<file path="src/design/rv64dec_pkg.sv">
// RV64IM decoder package: opcode and funct7 constants, format and operation codes,
// and the opcode/funct decode function.
// No dependencies.
package rv64dec_pkg;

    localparam logic [6:0] OPC_LOAD   = 7'b0000011;
    localparam logic [6:0] OPC_OPIMM  = 7'b0010011;
    localparam logic [6:0] OPC_AUIPC  = 7'b0010111;
    localparam logic [6:0] OPC_OPIMMW = 7'b0011011;
    localparam logic [6:0] OPC_STORE  = 7'b0100011;
    localparam logic [6:0] OPC_OP     = 7'b0110011;
    localparam logic [6:0] OPC_LUI    = 7'b0110111;
    localparam logic [6:0] OPC_OPW    = 7'b0111011;
    localparam logic [6:0] OPC_BRANCH = 7'b1100011;
    localparam logic [6:0] OPC_JALR   = 7'b1100111;
    localparam logic [6:0] OPC_JAL    = 7'b1101111;
    localparam logic [6:0] OPC_SYSTEM = 7'b1110011;

    localparam logic [6:0] F7_BASE = 7'b0000000;
    localparam logic [6:0] F7_ALT  = 7'b0100000;
    localparam logic [6:0] F7_MEXT = 7'b0000001;

    localparam logic [11:0] SYS_ECALL  = 12'b000000000000;
    localparam logic [11:0] SYS_EBREAK = 12'b000000000001;

    typedef enum logic [2:0] {
        FMT_R = 3'd0,
        FMT_I = 3'd1,
        FMT_S = 3'd2,
        FMT_B = 3'd3,
        FMT_U = 3'd4,
        FMT_J = 3'd5
    } fmt_t;

    typedef enum logic [6:0] {
        OP_ILLEGAL = 7'd0,
        OP_ADD     = 7'd1,  OP_SUB    = 7'd2,  OP_MUL    = 7'd3,  OP_SLL    = 7'd4,
        OP_MULH    = 7'd5,  OP_SLT    = 7'd6,  OP_MULHSU = 7'd7,  OP_SLTU   = 7'd8,
        OP_MULHU   = 7'd9,  OP_XOR    = 7'd10, OP_DIV    = 7'd11, OP_SRL    = 7'd12,
        OP_SRA     = 7'd13, OP_DIVU   = 7'd14, OP_OR     = 7'd15, OP_REM    = 7'd16,
        OP_AND     = 7'd17, OP_REMU   = 7'd18,
        OP_ADDW    = 7'd19, OP_SUBW   = 7'd20, OP_MULW   = 7'd21, OP_SLLW   = 7'd22,
        OP_DIVW    = 7'd23, OP_SRLW   = 7'd24, OP_SRAW   = 7'd25, OP_DIVUW  = 7'd26,
        OP_REMW    = 7'd27, OP_REMUW  = 7'd28,
        OP_LB      = 7'd29, OP_LH     = 7'd30, OP_LW     = 7'd31, OP_LD     = 7'd32,
        OP_LBU     = 7'd33, OP_LHU    = 7'd34, OP_LWU    = 7'd35,
        OP_ADDI    = 7'd36, OP_SLLI   = 7'd37, OP_SLTI   = 7'd38, OP_SLTIU  = 7'd39,
        OP_XORI    = 7'd40, OP_SRLI   = 7'd41, OP_SRAI   = 7'd42, OP_ORI    = 7'd43,
        OP_ANDI    = 7'd44, OP_JALR   = 7'd45,
        OP_ECALL   = 7'd46, OP_EBREAK = 7'd47, OP_CSRRW  = 7'd48, OP_CSRRS  = 7'd49,
        OP_CSRRC   = 7'd50, OP_CSRRWI = 7'd51, OP_CSRRSI = 7'd52, OP_CSRRCI = 7'd53,
        OP_ADDIW   = 7'd54, OP_SLLIW  = 7'd55, OP_SRLIW  = 7'd56, OP_SRAIW  = 7'd57,
        OP_SB      = 7'd58, OP_SH     = 7'd59, OP_SW     = 7'd60, OP_SD     = 7'd61,
        OP_BEQ     = 7'd62, OP_BNE    = 7'd63, OP_BLT    = 7'd64, OP_BGE    = 7'd65,
        OP_BLTU    = 7'd66, OP_BGEU   = 7'd67,
        OP_AUIPC   = 7'd68, OP_LUI    = 7'd69, OP_JAL    = 7'd70
    } op_t;

    typedef struct packed {
        fmt_t fmt;
        op_t  op;
    } dec_t;

    function automatic dec_t decode_word(input logic [31:0] word);
        logic [2:0]  f3;
        logic [6:0]  f7;
        dec_t        res;
        f3 = word[14:12];
        f7 = word[31:25];
        res.fmt = FMT_R;
        res.op  = OP_ILLEGAL;
        unique case (word[6:0])
            OPC_OP: begin
                res.fmt = FMT_R;
                if (f7 == F7_BASE) begin
                    unique case (f3)
                        3'd0: res.op = OP_ADD;
                        3'd1: res.op = OP_SLL;
                        3'd2: res.op = OP_SLT;
                        3'd3: res.op = OP_SLTU;
                        3'd4: res.op = OP_XOR;
                        3'd5: res.op = OP_SRL;
                        3'd6: res.op = OP_OR;
                        default: res.op = OP_AND;
                    endcase
                end else if (f7 == F7_ALT) begin
                    unique case (f3)
                        3'd0: res.op = OP_SUB;
                        3'd5: res.op = OP_SRA;
                        default: res.op = OP_ILLEGAL;
                    endcase
                end else if (f7 == F7_MEXT) begin
                    unique case (f3)
                        3'd0: res.op = OP_MUL;
                        3'd1: res.op = OP_MULH;
                        3'd2: res.op = OP_MULHSU;
                        3'd3: res.op = OP_MULHU;
                        3'd4: res.op = OP_DIV;
                        3'd5: res.op = OP_DIVU;
                        3'd6: res.op = OP_REM;
                        default: res.op = OP_REMU;
                    endcase
                end
            end
            OPC_OPW: begin
                res.fmt = FMT_R;
                unique case (f3)
                    3'd0: begin
                        if (f7 == F7_BASE)      res.op = OP_ADDW;
                        else if (f7 == F7_ALT)  res.op = OP_SUBW;
                        else if (f7 == F7_MEXT) res.op = OP_MULW;
                    end
                    3'd1: res.op = OP_SLLW;
                    3'd4: res.op = OP_DIVW;
                    3'd5: begin
                        if (f7 == F7_BASE)      res.op = OP_SRLW;
                        else if (f7 == F7_ALT)  res.op = OP_SRAW;
                        else if (f7 == F7_MEXT) res.op = OP_DIVUW;
                    end
                    3'd6: res.op = OP_REMW;
                    3'd7: res.op = OP_REMUW;
                    default: res.op = OP_ILLEGAL;
                endcase
            end
            OPC_LOAD: begin
                res.fmt = FMT_I;
                unique case (f3)
                    3'd0: res.op = OP_LB;
                    3'd1: res.op = OP_LH;
                    3'd2: res.op = OP_LW;
                    3'd3: res.op = OP_LD;
                    3'd4: res.op = OP_LBU;
                    3'd5: res.op = OP_LHU;
                    3'd6: res.op = OP_LWU;
                    default: res.op = OP_ILLEGAL;
                endcase
            end
            OPC_OPIMM: begin
                res.fmt = FMT_I;
                unique case (f3)
                    3'd0: res.op = OP_ADDI;
                    3'd1: res.op = OP_SLLI;
                    3'd2: res.op = OP_SLTI;
                    3'd3: res.op = OP_SLTIU;
                    3'd4: res.op = OP_XORI;
                    3'd5: begin
                        if (f7 == F7_BASE)     res.op = OP_SRLI;
                        else if (f7 == F7_ALT) res.op = OP_SRAI;
                    end
                    3'd6: res.op = OP_ORI;
                    default: res.op = OP_ANDI;
                endcase
            end
            OPC_JALR: begin
                res.fmt = FMT_I;
                if (f3 == 3'd0) res.op = OP_JALR;
            end
            OPC_SYSTEM: begin
                res.fmt = FMT_I;
                unique case (f3)
                    3'd0: begin
                        if (word[31:20] == SYS_ECALL)       res.op = OP_ECALL;
                        else if (word[31:20] == SYS_EBREAK) res.op = OP_EBREAK;
                    end
                    3'd1: res.op = OP_CSRRW;
                    3'd2: res.op = OP_CSRRS;
                    3'd3: res.op = OP_CSRRC;
                    3'd5: res.op = OP_CSRRWI;
                    3'd6: res.op = OP_CSRRSI;
                    3'd7: res.op = OP_CSRRCI;
                    default: res.op = OP_ILLEGAL;
                endcase
            end
            OPC_OPIMMW: begin
                res.fmt = FMT_I;
                unique case (f3)
                    3'd0: res.op = OP_ADDIW;
                    3'd1: res.op = OP_SLLIW;
                    3'd5: begin
                        if (f7 == F7_BASE)     res.op = OP_SRLIW;
                        else if (f7 == F7_ALT) res.op = OP_SRAIW;
                    end
                    default: res.op = OP_ILLEGAL;
                endcase
            end
            OPC_STORE: begin
                res.fmt = FMT_S;
                unique case (f3)
                    3'd0: res.op = OP_SB;
                    3'd1: res.op = OP_SH;
                    3'd2: res.op = OP_SW;
                    3'd3: res.op = OP_SD;
                    default: res.op = OP_ILLEGAL;
                endcase
            end
            OPC_BRANCH: begin
                res.fmt = FMT_B;
                unique case (f3)
                    3'd0: res.op = OP_BEQ;
                    3'd1: res.op = OP_BNE;
                    3'd4: res.op = OP_BLT;
                    3'd5: res.op = OP_BGE;
                    3'd6: res.op = OP_BLTU;
                    3'd7: res.op = OP_BGEU;
                    default: res.op = OP_ILLEGAL;
                endcase
            end
            OPC_AUIPC: begin
                res.fmt = FMT_U;
                res.op  = OP_AUIPC;
            end
            OPC_LUI: begin
                res.fmt = FMT_U;
                res.op  = OP_LUI;
            end
            OPC_JAL: begin
                res.fmt = FMT_J;
                res.op  = OP_JAL;
            end
            default: begin
                res.fmt = FMT_R;
                res.op  = OP_ILLEGAL;
            end
        endcase
        return res;
    endfunction

endpackage

</file>
<file path="src/design/rv64im_instruction_decoder_top.sv">
// RV64IM instruction decoder, top level: input register, field decode, result register.
// Depends on rv64dec_pkg.
//
// Usage:
//   Input channel s_valid/s_ready carries one 32-bit instruction word per item
//   (s_instr_word). Result channel m_valid/m_ready carries the decoded item:
//   legal flag, format, operation code, register fields, funct3/funct7,
//   sign-extended immediate, shift amount and CSR address.
//   An accepted word is held in the input register, decoded, and then loaded
//   into the result register, which drives m_valid and the result fields.
//   Throughput is one item per cycle while m_ready stays high;
//   the decode between the two registers is a single shallow pass of opcode,
//   funct3, funct7 and word[31:20] compares plus immediate bit selection.
//   When the receiver holds m_ready low, the result register holds its item,
//   the input register keeps its item, and s_ready drops once both are full;
//   up to two items are buffered. Both stages move again as soon as m_ready
//   returns high.
//   Reset (aresetn low, synchronous) empties both stages; s_ready is high in
//   the first cycle after reset. Illegal words still produce an item with
//   m_legal low and m_op_code zero.
module rv64im_instruction_decoder_top (
    input  logic                      aclk,
    input  logic                      aresetn,
    input  logic                      s_valid,
    output logic                      s_ready,
    input  logic [31:0]               s_instr_word,
    output logic                      m_valid,
    input  logic                      m_ready,
    output logic                      m_legal,
    output rv64dec_pkg::fmt_t         m_format,
    output rv64dec_pkg::op_t          m_op_code,
    output logic [4:0]                m_dest_reg,
    output logic [4:0]                m_src1_reg,
    output logic [4:0]                m_src2_reg,
    output logic [2:0]                m_funct3_field,
    output logic [6:0]                m_funct7_field,
    output logic signed [31:0]        m_immediate,
    output logic [4:0]                m_shift_amount,
    output logic [11:0]               m_csr_addr
);
    import rv64dec_pkg::*;

    logic               in_valid_reg;
    logic [31:0]        instr_reg;
    logic               out_valid_reg;
    logic               out_adv;
    logic               in_adv;
    dec_t               dec;
    logic signed [31:0] imm_next;
    logic               legal_reg;
    fmt_t               format_reg;
    op_t                op_reg;
    logic signed [31:0] imm_reg;
    logic [31:0]        word_reg;

    assign out_adv = !out_valid_reg || m_ready;
    assign in_adv  = !in_valid_reg || out_adv;
    assign s_ready = in_adv;

    always_ff @(posedge aclk) begin
        if (!aresetn) begin
            in_valid_reg <= 1'b0;
        end else if (in_adv) begin
            in_valid_reg <= s_valid;
        end
    end

    always_ff @(posedge aclk) begin
        if (in_adv && s_valid) begin
            instr_reg <= s_instr_word;
        end
    end

    always_comb begin
        dec = decode_word(instr_reg);
        unique case (dec.fmt)
            FMT_I: imm_next = {{20{instr_reg[31]}}, instr_reg[31:20]};
            FMT_S: imm_next = {{20{instr_reg[31]}}, instr_reg[31:25], instr_reg[11:7]};
            FMT_B: imm_next = {{19{instr_reg[31]}}, instr_reg[31], instr_reg[7],
                               instr_reg[30:25], instr_reg[11:8], 1'b0};
            FMT_U: imm_next = {instr_reg[31:12], 12'b0};
            FMT_J: imm_next = {{11{instr_reg[31]}}, instr_reg[31], instr_reg[19:12],
                               instr_reg[20], instr_reg[30:21], 1'b0};
            default: imm_next = '0;
        endcase
    end

    always_ff @(posedge aclk) begin
        if (!aresetn) begin
            out_valid_reg <= 1'b0;
        end else if (out_adv) begin
            out_valid_reg <= in_valid_reg;
        end
    end

    always_ff @(posedge aclk) begin
        if (out_adv && in_valid_reg) begin
            legal_reg  <= (dec.op != OP_ILLEGAL);
            format_reg <= dec.fmt;
            op_reg     <= dec.op;
            imm_reg    <= imm_next;
            word_reg   <= instr_reg;
        end
    end

    assign m_valid        = out_valid_reg;
    assign m_legal        = legal_reg;
    assign m_format       = format_reg;
    assign m_op_code      = op_reg;
    assign m_dest_reg     = word_reg[11:7];
    assign m_src1_reg     = word_reg[19:15];
    assign m_src2_reg     = word_reg[24:20];
    assign m_funct3_field = word_reg[14:12];
    assign m_funct7_field = word_reg[31:25];
    assign m_immediate    = imm_reg;
    assign m_shift_amount = word_reg[24:20];
    assign m_csr_addr     = word_reg[31:20];

endmodule

</file>
<file path="config.mk">
export PLATFORM = sky130hd
export DESIGN_NAME = rv64im_instruction_decoder_top
export DESIGN_NICKNAME = d
export VERILOG_FILES = /design/src/design/rv64dec_pkg.sv /design/src/design/rv64im_instruction_decoder_top.sv
export SDC_FILE = /design/constraint.sdc
export NUM_CORES = 1
export LEC_CHECK = 0
export ABC_CLOCK_PERIOD_IN_PS = 7300
export BUFFER_PORTS_ARGS = -buffer_cell sky130_fd_sc_hd__buf_2
export CORE_AREA = 2 2 97 99
export CTS_CLUSTER_SIZE = 14
export DETAILED_ROUTE_END_ITERATION = 8
export DIE_AREA = 0 0 99 101
export PLACE_DENSITY = 0.8
export SETUP_SLACK_MARGIN = 0.02
export SYNTH_ARGS = -nofsm -noshare
export SYNTH_HDL_FRONTEND = slang
export SYNTH_SLANG_ARGS = --single-unit
</file>
<file path="constraint.sdc">
create_clock -name aclk -period 7.3 [get_ports aclk]
set_input_delay 1.46 -clock aclk [delete_from_list [all_inputs] [get_ports aclk]]
set_output_delay 1.46 -clock aclk [all_outputs]
set_load 0.01 [all_outputs]
</file>
# Yosys cells after proc, flatten, opt, wreduce, memory -nomap -nowiden
# Cells that the tools add are included.
[totals]
register_bits = 109
input_bits = 36
out_inout_bits = 87
elab_cells = 73
[op_classes]
n_eq_ne = 27
mux = 28
n_reduce_logical = 10
[ops]
columns = ["op", "n"]
rows = [
  ["32-bit case mux with 5 select lines", 1],
  ["10-bit case mux with 12 select lines", 1],
  ["6-bit case mux with 7 select lines", 2],
  ["7-bit case mux with 6 select lines", 2],
  ["5-bit case mux with 7 select lines", 2],
  ["7-bit case mux with 7 select lines", 1],
  ["6-bit 2-to-1 mux", 7],
  ["7-bit by 6-bit == test with 1-bit output (second input constant)", 5],
  ["5-bit 2-to-1 mux", 7],
  ["7-bit == test (second input constant)", 4],
  ["6-bit case mux with 4 select lines", 1],
  ["7-bit by 5-bit == test with 1-bit output (second input constant)", 3],
  ["3-bit == test (second input constant)", 6],
  ["6-bit case mux with 3 select lines", 1],
  ["7-bit 2-to-1 mux", 2],
  ["12-bit by 1-bit == test with 1-bit output (second input constant)", 1],
  ["3-bit by 2-bit == test with 1-bit output (second input constant)", 4],
  ["12-bit logical NOT", 1],
  ["4-bit case mux with 2 select lines", 1],
  ["7-bit by 1-bit == test with 1-bit output (second input constant)", 1],
  ["7-bit by 2-bit == test with 1-bit output (second input constant)", 1],
  ["7-bit logical NOT", 1],
  ["7-bit nonzero test", 1],
  ["3-bit by 1-bit == test with 1-bit output (second input constant)", 2],
  ["other kinds (4)", 7],
]

# Depth between registers and ports, before layout
[logic_depth]
word_depth = 8
depth_mapped = 9
depth_no_buf = 7

# Least setup slack after synthesis
# OpenSTA, ideal clock, no wires.
[synth_timing]
kind = "in2reg"
from = "input port m_ready"
to = "register format_reg[0], in the netlist m_format[0] (enable)"
setup_ns = 0.503
arrival_ns = 4.562
path_slack_ns = 2.236
stages = 2
path_buffers = 0
cell_sequence = "nor2b_1 > nor2b_1"
[synth_between]
elab_chain_len = 2
[synth_lines]
columns = ["element", "line", "source"]
rows = [
  ["from (decl)", "rv64im_instruction_decoder_top.sv:28", "input logic m_ready,"],
  ["1-bit logical OR", "rv64im_instruction_decoder_top.sv:56", "assign out_adv = !out_valid_reg || m_ready;"],
  ["1-bit logical AND", "rv64im_instruction_decoder_top.sv:97", "if (out_adv && in_valid_reg) begin"],
  ["to (signal assigned)", "rv64im_instruction_decoder_top.sv:99", "format_reg <= dec.fmt;"],
  ["to (decl)", "rv64im_instruction_decoder_top.sv:51", "fmt_t format_reg;"],
]
# No other way between the ends.
# A chain may end at the register's enable or synchronous reset.

# Final worst setup path
[layout_timing]
from = "input port m_ready"
to = "output port s_ready"
[layout_between]
elab_chain_len = 2
[layout_lines]
columns = ["element", "line", "source"]
rows = [
  ["1-bit logical OR", "rv64im_instruction_decoder_top.sv:56", ""],
  ["1-bit logical OR", "rv64im_instruction_decoder_top.sv:57", "assign in_adv = !in_valid_reg || out_adv;"],
  ["to (decl)", "rv64im_instruction_decoder_top.sv:25", "output logic s_ready,"],
]
# No other way between the ends.

==> results by group <==
Outcome
  – Status: complete, no violations

Worst setup path
  – Critical path class: input port to primary output
  – Crit Path Max Fanout: 4
  – Slowest stage delay, CP: roughly 320 ps
  – Crit path from: m_ready
  – CP max-delay cell: nor2b_1
  – CP Capture Type: primary output
  – Critical path's top delay family: simple AND/OR/NAND/NOR gates
  – Crit path DAT: 2150 ps
  – Worst path required time: 5840 ps
  – Buf/Inv on CP: 2
  – Critical Path, Cell by Cell: buf_2, nor2b_1, nand2_1, buf_2
  – Worst-case reg-to-reg path depth: 7
  – Register-to-register setup slack: 4580 ps
  – Top cell by count, worst path: buf_2
  – WP depth: 4
  – R2r startpoint: instr_reg[13]
  – Setup crit start kind: input port

Clock network
  – Clock Path Buffers: 2
  – Post-CTS setup buffer count: 0
  – Number of gates resized after cts: 0
  – Clk_lat worst skew: about 370 ps
  – TritonCTS clock tree: yes
  – CTS sink cnt: 102
  – H-tree Lvls: 3
  – CTS root buffer: clkbuf_8
  – Clock transition at path regs: roughly 100 ps
  – Post-CTS Hold Buffers: 0
  – CTS Buf Count: 9

Die
  – Placement Rows: 35
  – Ports: 123
  – Die H: slightly above 100 µm
  – Core footprint: 8977 µm²
  – Initial Util: between 50% and 60%
  – Die width: 99 µm
  – Area of the die: 9999 µm²

Synthesis
  – Main combinational cell family by area after synthesis: simple AND/OR/NAND/NOR gates
  – Distinct cells, synth: 66
  – Cell area after synthesis: 4768 µm²
  – Fraction of the mapped netlist area in adder cells: 0%
  – Simple-Gate Fraction of Synth Area: 16.14%
  – Area fraction in compound gates after synthesis: 13.70%
  – Post-Syn Area per Cell: 13.21 µm²
  – Area share of xor/xnor cells in the synthesized design: less than 1%
  – Synth Flop Type: edfxtp_1
  – Yosys reg bits: 102
  – Synth warnings: 0
  – Seq/Total Area, Yosys: 63.82%
  – Synth Instances: 361
  – Post-synthesis mux area share: 0.2099%
  – Syn_nets: 397
  – Asr flop ratio synth: 0%
  – Number of enable flip-flop cells after synthesis: 100

Global route
  – First-pass GRT wire length: about 16000 µm
  – Antenna violations before repair: 0
  – Largest net degree at the start of global routing: between 60 and 70
  – GRT Total Usage: 20.29%
  – Vias in the first global route: 2992
  – GR Overflow Total: 0

Timing
  – Final hold violation count: 0
  – Min Tclk post-route: roughly 3600 ps
  – Worst hold slack: 458.7 ps
  – Final period utilization: 49.39%
  – Max-slew violations: 0
  – RSZ-0062 raised after global routing: no
  – Peak Freq: 0.2774 GHz
  – Count of final setup violators: 0
  – Final TNS setup: 0 ps
  – Clk_skew: 9.911 ps
  – Rel. slew slack: 24.80%
  – Actual slew at the worst max-slew pin: 1119 ps

Job
  – Max cap viols: 0

Placement
  – PortBufs: ~120
  – Detail Placement HPWL: between 6000 and 7000 µm
  – Gpl congestion: 0.9022

Pwr
  – Pwr dens: 215.6 nW/µm²
  – Maximum VDD drop: 129.5 µV
  – Leak pwr: about 2.2 nW

Worst hold path
  – Hold depth: 0
  – Class of the worst hold path: register to register
  – Hold Crit Start: instr_reg[17]

Detailed routing
  – Post-route ant nets: 0
  – Remaining DRCs: 0
  – Via Count: 3358
  – Via/cell ratio: 5.840
  – WL/cell: 18.07 µm
  – DRT iter0 DRCs: 285
  – First-pass DRT Iterations: 5
  – Routed WL: 10390 µm

Final layout
  – # diodes: 0
  – Area delta synth->final: 15.32%
  – Layout cell share with drive strength beyond 1: about a third
  – # nets final: 495
## power by group
| group | internal (mW) | switching [mW] |
|---|---|---|
| Clock | 0.173 | 0.206 |
| Combinational | 0.0414 | 0.0607 |
| Sequential | 0.678 | 0.0265 |
| Total | 0.892 | 0.294 |
## routing by layer
layer	share of wire, %	track usage [%]
met5	0	0
met4	1.9	7.903
met3	7.3	3.606
met2	48	31.65
met1	43	28.57
## Yosys cell counts (4+ instances only)
cell	count	share of area, %
a211oi_1	5	0.79
a21o_1	23	3.6
a21oi_1	14	1.5
a22o_1	4	0.73
a31oi_1	4	0.52
and2_1	9	1.2
and3b_1	4	0.73
buf_2	7	0.73
buf_4	20	3.1
buf_6	5	1.2
clkbuf_1	4	0.31
edfxtp_1	100	63
inv_1	4	0.31
nand2_1	19	1.5
nand2b_1	7	0.92
nand3_1	16	1.7
nand3b_1	4	0.63
nand4_1	5	0.66
nor2_1	19	1.5
nor2b_1	7	0.92
nor3_1	8	0.84
o21a_1	5	0.79
o21ai_0	6	0.63
## cell type report
cell class / count / area (µm²)
Fill cell: 679 / 3478
Sequential cell: 102 / 3043
Multi-Input combinational cell: 218 / 1465
Timing Repair Buffer: 124 / 625.6
Tap cell: 111 / 138.9
Clock buffer: 10 / 137.6
Clock inverter: 6 / 73.82
Inverter: 4 / 15.01
## cells by family after synthesis
logic type	Yosys count
flops	102
buf+inv	41
simple gates	124
xor+xnor	2
mux	1
compound gates	91
## placed cells by master, fill, tap and decap left out, drive strengths merged, types with 4 or more instances in the layout
master / n
nor4: 4
nor2: 19
and3b: 4
buf: 124
and2: 9
o21a: 5
inv: 7
nor2b: 7
nand2b: 8
nand2: 19
a211oi: 5
o21ai: 9
a22o: 4
nand3b: 5
nor3: 9
a31oi: 4
edfxtp: 100
a21o: 23
clkbuf: 10
nand3: 16
nand4: 5
a21oi: 17
## per-stage QoR
stage / instance area (µm²) / total power, mW / utilization, % / setup WS, ps / std cells
detailed placement: 5288 / 0.8195 / 58.90 / 3687 / 559
global placement: 5288 / 0.8168 / 58.90 / 3755 / 559
CTS: 5499 / 1.191 / 61.25 / 3687 / 575
finish: 5499 / 1.186 / 61.25 / 3695 / 575
floorplan: 4768 / 0.7800 / - / 2236 / 361
global route: 5499 / 1.225 / 61.25 / 3620 / 575
## path summary, 6_finish.rpt
check,endpoint
max,s_ready
max reg2reg,m_legal
min reg2reg,word_reg[17]
min,word_reg[17]
Note: power is estimated with default switching activity, not from simulation.
